--- src/rtl/nltsc_pkg.sv ---
// Shared types, constants and helpers for the length-prefix to start-code converter.
`default_nettype none

package nltsc_pkg;

	// Start code 00 00 00 01 is four bytes long.
	localparam int unsigned StartCodeBytes = 4;
	localparam logic [2:0]  LfbReset       = 3'd4;
	localparam logic [31:0] MaxSampleReset = 32'd65536;
	localparam logic [31:0] CapacityReset  = 32'd65536;

	// Configuration register indexes.
	typedef enum logic [1:0] {
		CFG_LENGTH_FIELD_BYTES = 2'd0,
		CFG_MAX_SAMPLE_BYTES   = 2'd1,
		CFG_OUT_CAPACITY       = 2'd2
	} cfg_index_t;

	// Parsing phase of the current sample.
	typedef enum logic [1:0] {
		PH_LEN = 2'd0,
		PH_PAY = 2'd1,
		PH_BAD = 2'd2
	} phase_t;

	// Configuration as seen by the parser.
	typedef struct packed {
		logic [2:0]  length_field_bytes;
		logic [31:0] max_sample_bytes;
		logic [31:0] out_capacity;
	} cfg_t;

	// Results caused by one input byte: a start code burst, one payload byte or none,
	// optionally followed by the end-of-sample status.
	typedef struct packed {
		logic        start_code;
		logic        data;
		logic        status;
		logic        bad;
		logic [7:0]  data_byte;
		logic [31:0] length;
	} burst_t;

	// Prefix size clamped into 1..4.
	function automatic logic [2:0] prefix_size(input logic [2:0] lfb);
		logic [2:0] size;
		if (lfb == 3'd0) begin
			size = 3'd1;
		end else if (lfb > 3'd4) begin
			size = 3'd4;
		end else begin
			size = lfb;
		end
		return size;
	endfunction

endpackage

`default_nettype wire

--- src/rtl/nltsc_core.sv ---
// Per-sample parser: tracks prefix and payload state and describes each byte's results.
`default_nettype none

module nltsc_core import nltsc_pkg::*; (
	input  wire logic        clk,
	input  wire logic        arst_n,
	input  wire logic        accept,
	input  wire logic [7:0]  data_byte,
	input  wire logic        sample_end,
	input  wire cfg_t        cfg,
	output burst_t           desc
);

	phase_t      phase_q, phase_d;
	logic [2:0]  left_q, left_d;
	logic [31:0] accum_q, accum_d;
	logic [31:0] payload_q, payload_d;
	logic [31:0] in_count_q, in_count_d;
	logic [31:0] out_count_q, out_count_d;

	logic [2:0]  psize;
	logic [31:0] accum_shift;
	logic [2:0]  left_dec;
	logic [31:0] payload_dec;
	logic [33:0] need;
	logic        too_large;

	assign psize       = prefix_size(cfg.length_field_bytes);
	assign accum_shift = {accum_q[23:0], data_byte};
	assign left_dec    = (left_q != 3'd0) ? left_q - 3'd1 : left_q;
	assign payload_dec = (payload_q != 32'd0) ? payload_q - 32'd1 : payload_q;
	assign need        = {2'b00, out_count_q} + 34'(StartCodeBytes) + {2'b00, accum_shift};
	assign too_large   = (in_count_q == cfg.max_sample_bytes) ||
	                     (in_count_q == cfg.out_capacity);

	// Next sample state and the results caused by the incoming byte.
	always_comb begin
		phase_d     = phase_q;
		left_d      = left_q;
		accum_d     = accum_q;
		payload_d   = payload_q;
		in_count_d  = in_count_q;
		out_count_d = out_count_q;
		desc        = '0;

		unique case (phase_q)
			PH_LEN, PH_PAY: begin
				if (too_large) begin
					phase_d = PH_BAD;
				end else begin
					in_count_d = in_count_q + 32'd1;
					if (phase_q == PH_LEN) begin
						accum_d = accum_shift;
						left_d  = left_dec;
						if (left_dec == 3'd0) begin
							accum_d = '0;
							left_d  = psize;
							if (accum_shift != 32'd0) begin
								if (need > {2'b00, cfg.out_capacity}) begin
									phase_d = PH_BAD;
								end else begin
									desc.start_code = 1'b1;
									out_count_d     = out_count_q + 32'(StartCodeBytes);
									payload_d       = accum_shift;
									phase_d         = PH_PAY;
								end
							end
						end
					end else begin
						desc.data      = 1'b1;
						desc.data_byte = data_byte;
						out_count_d    = out_count_q + 32'd1;
						payload_d      = payload_dec;
						if (payload_dec == 32'd0) begin
							phase_d = PH_LEN;
							left_d  = psize;
							accum_d = '0;
						end
					end
				end
			end
			default: begin
				// A bad sample absorbs bytes until its end.
			end
		endcase

		// End of sample: report status, then return to the initial state.
		if (sample_end) begin
			desc.status = 1'b1;
			desc.bad    = !((phase_d == PH_LEN) && (left_d == psize) && (accum_d == 32'd0));
			desc.length = out_count_d;
			phase_d     = PH_LEN;
			left_d      = psize;
			accum_d     = '0;
			payload_d   = '0;
			in_count_d  = '0;
			out_count_d = '0;
		end
	end

	// Sample state registers, updated on each accepted byte.
	always_ff @(posedge clk or negedge arst_n) begin
		if (!arst_n) begin
			phase_q     <= PH_LEN;
			left_q      <= LfbReset;
			accum_q     <= '0;
			payload_q   <= '0;
			in_count_q  <= '0;
			out_count_q <= '0;
		end else if (accept) begin
			phase_q     <= phase_d;
			left_q      <= left_d;
			accum_q     <= accum_d;
			payload_q   <= payload_d;
			in_count_q  <= in_count_d;
			out_count_q <= out_count_d;
		end
	end

`ifndef SYNTHESIS
	// A prefix countdown is always reloaded before it can reach zero.
	a_left_nonzero: assert property (@(posedge clk) disable iff (!arst_n)
		left_q != 3'd0)
		else $error("prefix countdown reached zero in the register");

	// While copying a payload there is always at least one byte still to copy.
	a_payload_nonzero: assert property (@(posedge clk) disable iff (!arst_n)
		(phase_q == PH_PAY) |-> (payload_q != 32'd0))
		else $error("payload phase with nothing left to copy");

	// The last byte of a sample clears the byte counters.
	a_end_clears: assert property (@(posedge clk) disable iff (!arst_n)
		(accept && sample_end) |=> (in_count_q == 32'd0 && out_count_q == 32'd0))
		else $error("sample counters not cleared at end of sample");
`endif

endmodule

`default_nettype wire

--- src/rtl/nltsc_emit.sv ---
// Result register and sequencer that plays out each byte's results one per cycle while the output is not stalled.
`default_nettype none

module nltsc_emit import nltsc_pkg::*; (
	input  wire logic        clk,
	input  wire logic        arst_n,
	input  wire logic        in_valid,
	input  wire burst_t      desc,
	output logic             in_stall,
	output logic             out_valid,
	input  wire logic        out_stall,
	output logic [7:0]       out_byte,
	output logic             is_status,
	output logic             malformed,
	output logic [31:0]      out_length,
	output logic             run_last
);

	logic        pend_q;
	burst_t      burst_q;
	logic [2:0]  idx_q;

	logic [2:0]  n_data;
	logic [2:0]  n_total;
	logic        taken;
	logic        finish;
	logic        load;

	// Number of data results and of all results in the pending request.
	assign n_data  = burst_q.start_code ? 3'(StartCodeBytes) :
	                 (burst_q.data ? 3'd1 : 3'd0);
	assign n_total = n_data + {2'b00, burst_q.status};

	assign out_valid = pend_q;
	assign taken     = pend_q && !out_stall;
	assign run_last  = (idx_q == n_total - 3'd1);
	assign finish    = taken && run_last;
	assign in_stall  = pend_q && !finish;
	assign load      = in_valid && !in_stall &&
	                   (desc.start_code || desc.data || desc.status);

	// Field selection for the current result.
	always_comb begin
		out_byte   = '0;
		is_status  = 1'b0;
		malformed  = 1'b0;
		out_length = '0;
		if (idx_q == n_data) begin
			is_status  = 1'b1;
			malformed  = burst_q.bad;
			out_length = burst_q.length;
		end else if (burst_q.start_code) begin
			out_byte = (idx_q == 3'(StartCodeBytes - 1)) ? 8'h01 : 8'h00;
		end else begin
			out_byte = burst_q.data_byte;
		end
	end

	// Pending request and result index.
	always_ff @(posedge clk or negedge arst_n) begin
		if (!arst_n) begin
			pend_q <= 1'b0;
			idx_q  <= '0;
		end else if (load) begin
			pend_q <= 1'b1;
			idx_q  <= '0;
		end else if (finish) begin
			pend_q <= 1'b0;
			idx_q  <= '0;
		end else if (taken) begin
			idx_q <= idx_q + 3'd1;
		end
	end

	always_ff @(posedge clk) begin
		if (load) begin
			burst_q <= desc;
		end
	end

`ifndef SYNTHESIS
	// The index never runs past the results of the pending request.
	a_idx_range: assert property (@(posedge clk) disable iff (!arst_n)
		pend_q |-> (idx_q < n_total))
		else $error("result index beyond pending request");

	// A status result is always the last one caused by its byte.
	a_status_last: assert property (@(posedge clk) disable iff (!arst_n)
		(pend_q && is_status) |-> run_last)
		else $error("status result not marked last");

	// Finishing with nothing to load leaves the result register empty.
	a_drain: assert property (@(posedge clk) disable iff (!arst_n)
		(finish && !load) |=> !pend_q)
		else $error("result register still busy after its last result");
`endif

endmodule

`default_nettype wire

--- src/rtl/nal_length_to_start_code_top.sv ---
// A byte's first result is shown in the cycle after the byte is accepted.
// Throughput: one byte per cycle while each byte gives at most one result and the output
// is not stalled; a byte that completes a prefix stalls the input while the result
// register plays out the start code and, when the byte also ends the sample, its status.
// Reset: arst_n clears the sample state, the pending result and the configuration registers to their defaults at once.
`default_nettype none

module nal_length_to_start_code_top import nltsc_pkg::*; (
	input  wire logic        clk,
	input  wire logic        arst_n,
	input  wire logic        in_valid,
	output logic             in_stall,
	input  wire logic [7:0]  data_byte,
	input  wire logic        sample_end,
	output logic             out_valid,
	input  wire logic        out_stall,
	output logic [7:0]       out_byte,
	output logic             is_status,
	output logic             malformed,
	output logic [31:0]      out_length,
	output logic             run_last,
	input  wire logic        cfg_valid,
	output logic             cfg_ready,
	input  wire logic [1:0]  cfg_index,
	input  wire logic [31:0] cfg_data
);

	cfg_t   cfg_q;
	burst_t desc;
	logic   accept;

	assign cfg_ready = 1'b1;
	assign accept    = in_valid && !in_stall;

	// Configuration registers.
	always_ff @(posedge clk or negedge arst_n) begin
		if (!arst_n) begin
			cfg_q.length_field_bytes <= LfbReset;
			cfg_q.max_sample_bytes   <= MaxSampleReset;
			cfg_q.out_capacity       <= CapacityReset;
		end else if (cfg_valid && cfg_ready) begin
			unique case (cfg_index)
				CFG_LENGTH_FIELD_BYTES: cfg_q.length_field_bytes <= cfg_data[2:0];
				CFG_MAX_SAMPLE_BYTES:   cfg_q.max_sample_bytes   <= cfg_data;
				CFG_OUT_CAPACITY:       cfg_q.out_capacity       <= cfg_data;
				default: begin
					// Index beyond the register list is ignored.
				end
			endcase
		end
	end

	nltsc_core u_core (
		.clk        (clk),
		.arst_n     (arst_n),
		.accept     (accept),
		.data_byte  (data_byte),
		.sample_end (sample_end),
		.cfg        (cfg_q),
		.desc       (desc)
	);

	nltsc_emit u_emit (
		.clk        (clk),
		.arst_n     (arst_n),
		.in_valid   (in_valid),
		.desc       (desc),
		.in_stall   (in_stall),
		.out_valid  (out_valid),
		.out_stall  (out_stall),
		.out_byte   (out_byte),
		.is_status  (is_status),
		.malformed  (malformed),
		.out_length (out_length),
		.run_last   (run_last)
	);

endmodule

`default_nettype wire
--- config.mk ---
export PLATFORM = sky130hd
export DESIGN_NAME = nal_length_to_start_code_top
export DESIGN_NICKNAME = d
export VERILOG_FILES = /design/src/rtl/nltsc_pkg.sv /design/src/rtl/nltsc_core.sv /design/src/rtl/nltsc_emit.sv /design/src/rtl/nal_length_to_start_code_top.sv
export SDC_FILE = /design/constraint.sdc
export NUM_CORES = 1
export LEC_CHECK = 0
export ABC_AREA = 1
export BUFFER_PORTS_ARGS = -buffer_cell sky130_fd_sc_hd__buf_2
export CAP_MARGIN = 20
export CORE_MARGIN = 2
export CORE_UTILIZATION = 24
export CTS_BUF_LIST = sky130_fd_sc_hd__clkbuf_4
export CTS_CLUSTER_DIAMETER = 60
export CTS_CLUSTER_SIZE = 24
export DETAILED_ROUTE_END_ITERATION = 10
export GPL_ROUTABILITY_DRIVEN = 0
export PLACE_DENSITY = 0.41
export SYNTH_ARGS = -nofsm -noshare
export SYNTH_HDL_FRONTEND = slang
export SYNTH_SLANG_ARGS = --single-unit
--- constraint.sdc ---
create_clock -name clk -period 7.75 [get_ports clk]
set_input_delay 0.775 -clock clk [delete_from_list [all_inputs] [get_ports clk]]
set_output_delay 0.775 -clock clk [all_outputs]
set_load 0.01 [all_outputs]
==> results.tsv <==
metric	value	unit
outcome	finished clean	
antenna_found_initial	2	
coreArea	0.0773	mm2
synthMostInstantiatedCell	nand2_1	
grt_overflow	0	
syn2layout_area_growth	10.1	%
finalCritPeriodShare	86.0	%
finalWirelength	68.7	mm
leakage	9.55	nW
path_clk_slew	150	ps
vdd_drop_max	0.000180	V
rows	102	
post_cts_buffers	0	
clk_latency	880	ps
cts_buffers	31	
clock.fmax	150	MHz
grtUsageTotal	16.8	%
num_vias	18200	
avgSynthCellArea	6.84	um2
layout.area.seq	0.00643	mm2
slowest_stage	buf_4	
dieArea	0.0803	mm2
maxCapViolations	0	
htreeDepth	1	
rsz0062_at_grt	false	
hp-class	input pin to register	
period_needed	6660	ps
powerDensity	390	mW/mm2
ys_ff_latch	248	
crit_path_start	u_core.out_count_q[3]	
ios	94	
crit_buf_inv	5	
slowest_delay	500	ps
cp.required	8520	ps
wire_per_inst	18.0	um
viasPerCell	4.75	
multi_input_area	0.0106	mm2
worstPathArrival	7430	ps
cts_tree	yes	
cts_resized	0	
grt_pass1_wl	107	mm
synth_common_cells	nand2_1, inv_1, nor2_1, dfrtp_1, o21ai_0	
synth.largest_area_cell	dfrtp_1	
worst_slew_pin_slew	1080	ps
yosys-top-cells-area	dfrtp_1, nand2_1, edfxtp_1	
route.detailed.drc	0	
clkSinkCount	248	
worstSetupPathType	register to register	
placed_cell_area	0.0202	mm2
drive_above_1_share	8.04	%
cts_hold_buf	1	
die_y	283	um
async_flop_share	82.3	%
path_max_fanout	62	
cts_buffer_depth	3	
die_x	283	um
seq_area_frac_synth	34.3	%
synth_flop_cell	dfrtp_1	
netlist.area_leader.share	26.7	%
dp.final_hpwl	51.6	mm
fill_cells	8689	
critPathMostFrequentCell	nand2_1	
critPathTopFamily	simple AND/OR/NAND/NOR gates	
port_buffers	92	
timing.slew.headroom	27.8	%
reg2reg_from	u_core.out_count_q[3]	
startpoint_type	register	
antenna_left	0	
initial_utilization	24.2	%
syn-instance-count	2740	
hold_start	cfg_data[16]	
grt_pass1_vias	17800	
drt_iter0_markers	1436	
synth_area	0.0187	mm2
tns	0	ps
setup_viol	0	
nets	2888	
grt_max_degree	93	
drt-pass1-iter-count	5	
yosys_warnings	0	
final_area	0.0206	mm2
crit_path_end_kind	register	
synthesis.nets	2866	
clockRootBuffer	clkbuf_4	
finClkSkew	92.2	ps
report.final.slew_viol_count	0	
synth-edff-count	44	
synth.distinct_cells	50	
finalHoldViolations	0	
[metal layers]
layer / track usage [%] / part of all wire (%) / vias up
li1: - / - / 8960
met1: 23.4 / 47 / 8632
met2: 27.9 / 46 / 492
met3: 2.01 / 4.6 / 98
met4: 3.99 / 2.6 / 0
met5: 0 / 0 / -
[state kept, by name, indices dropped and copies added, names as in the netlist]
signal,flops
u_core.out_count_q,32
u_emit.burst_q,44
u_core.payload_q,32
cfg_q,67
u_core.accum_q,32
u_core.left_q,3
u_core.in_count_q,32
u_core.phase_q,2
u_emit.out_valid,1
u_emit.idx_q,3
[power breakdown]
part           switching (mW)  internal (mW)
clock                   0.585          0.284
combinational            3.41           1.58
sequential              0.467           1.72
[through the flow]
stage | worst slack (ps) | std cells | power [mW] | hold WS, ps | util [%]
after global routing | 440 | 3829 | 8.89 | 129 | 26.7
after global placement | 1310 | 3768 | 7.16 | 474 | 26.1
after floorplan | 2760 | 2740 | 5.60 | 448 | -
after detailed placement | 1180 | 3768 | 7.20 | 484 | 26.1
final | 1090 | 3829 | 8.05 | 173 | 26.7
after CTS | 1100 | 3827 | 8.11 | 89.4 | 26.7
[worst min-delay path, stage by stage]
cell,delay [ps]
buf_2,100
inv_1,60
o21ai_0,80
[worst paths after layout]
check	to	slack, ps	depth (start not counted)
min in group asynchronous	u_core.payload_q[26]	490	2
max in group asynchronous	cfg_q[21]	5700	3
min	cfg_q[48]	170	3
max reg2reg	u_emit.idx_q[2]	1090	33
min reg2reg	cfg_q[64]	510	2
max	u_emit.idx_q[2]	1090	33
[layout by cell type (no fill, tap or decap), types with 37 or more instances in the layout]
master / instances
a21oi_1: 117
buf_2: 91
dfrtp_1: 200
edfxtp_1: 44
ha_1: 77
inv_1: 318
nand2_1: 734
nand3_1: 149
nand4_1: 49
nor2_1: 315
o21ai_0: 191
o22ai_1: 37
xnor2_1: 66
xor2_1: 83
[cells by family (layout without fill, tap and decap cells)]
| family | Yosys count | in the layout | synth area share (%) |
|---|---|---|---|
| fa+ha+maj | 78 | 78 | 5.25 |
| flops | 248 | 248 | 34.3 |
| compound gates | 442 | 442 | 13.3 |
| simple gates | 1367 | 1367 | 30.7 |
| buf+inv | 455 | 502 | 9.50 |
| xor+xnor | 149 | 149 | 6.96 |
| other cells | 1 | 3 | 0.0200 |
[area by class of cell]
cell class / count / area share (%)
multi-input combinational: 2037 / 51.2
sequential: 248 / 31.2
tap: 1040 / 6.30
inverter: 332 / 6.04
timing repair buffer: 112 / 3.02
clock buffer: 35 / 1.27
clock inverter: 23 / 0.988
antenna: 2 / 0.0242
Power figures use the tool's default switching activity.
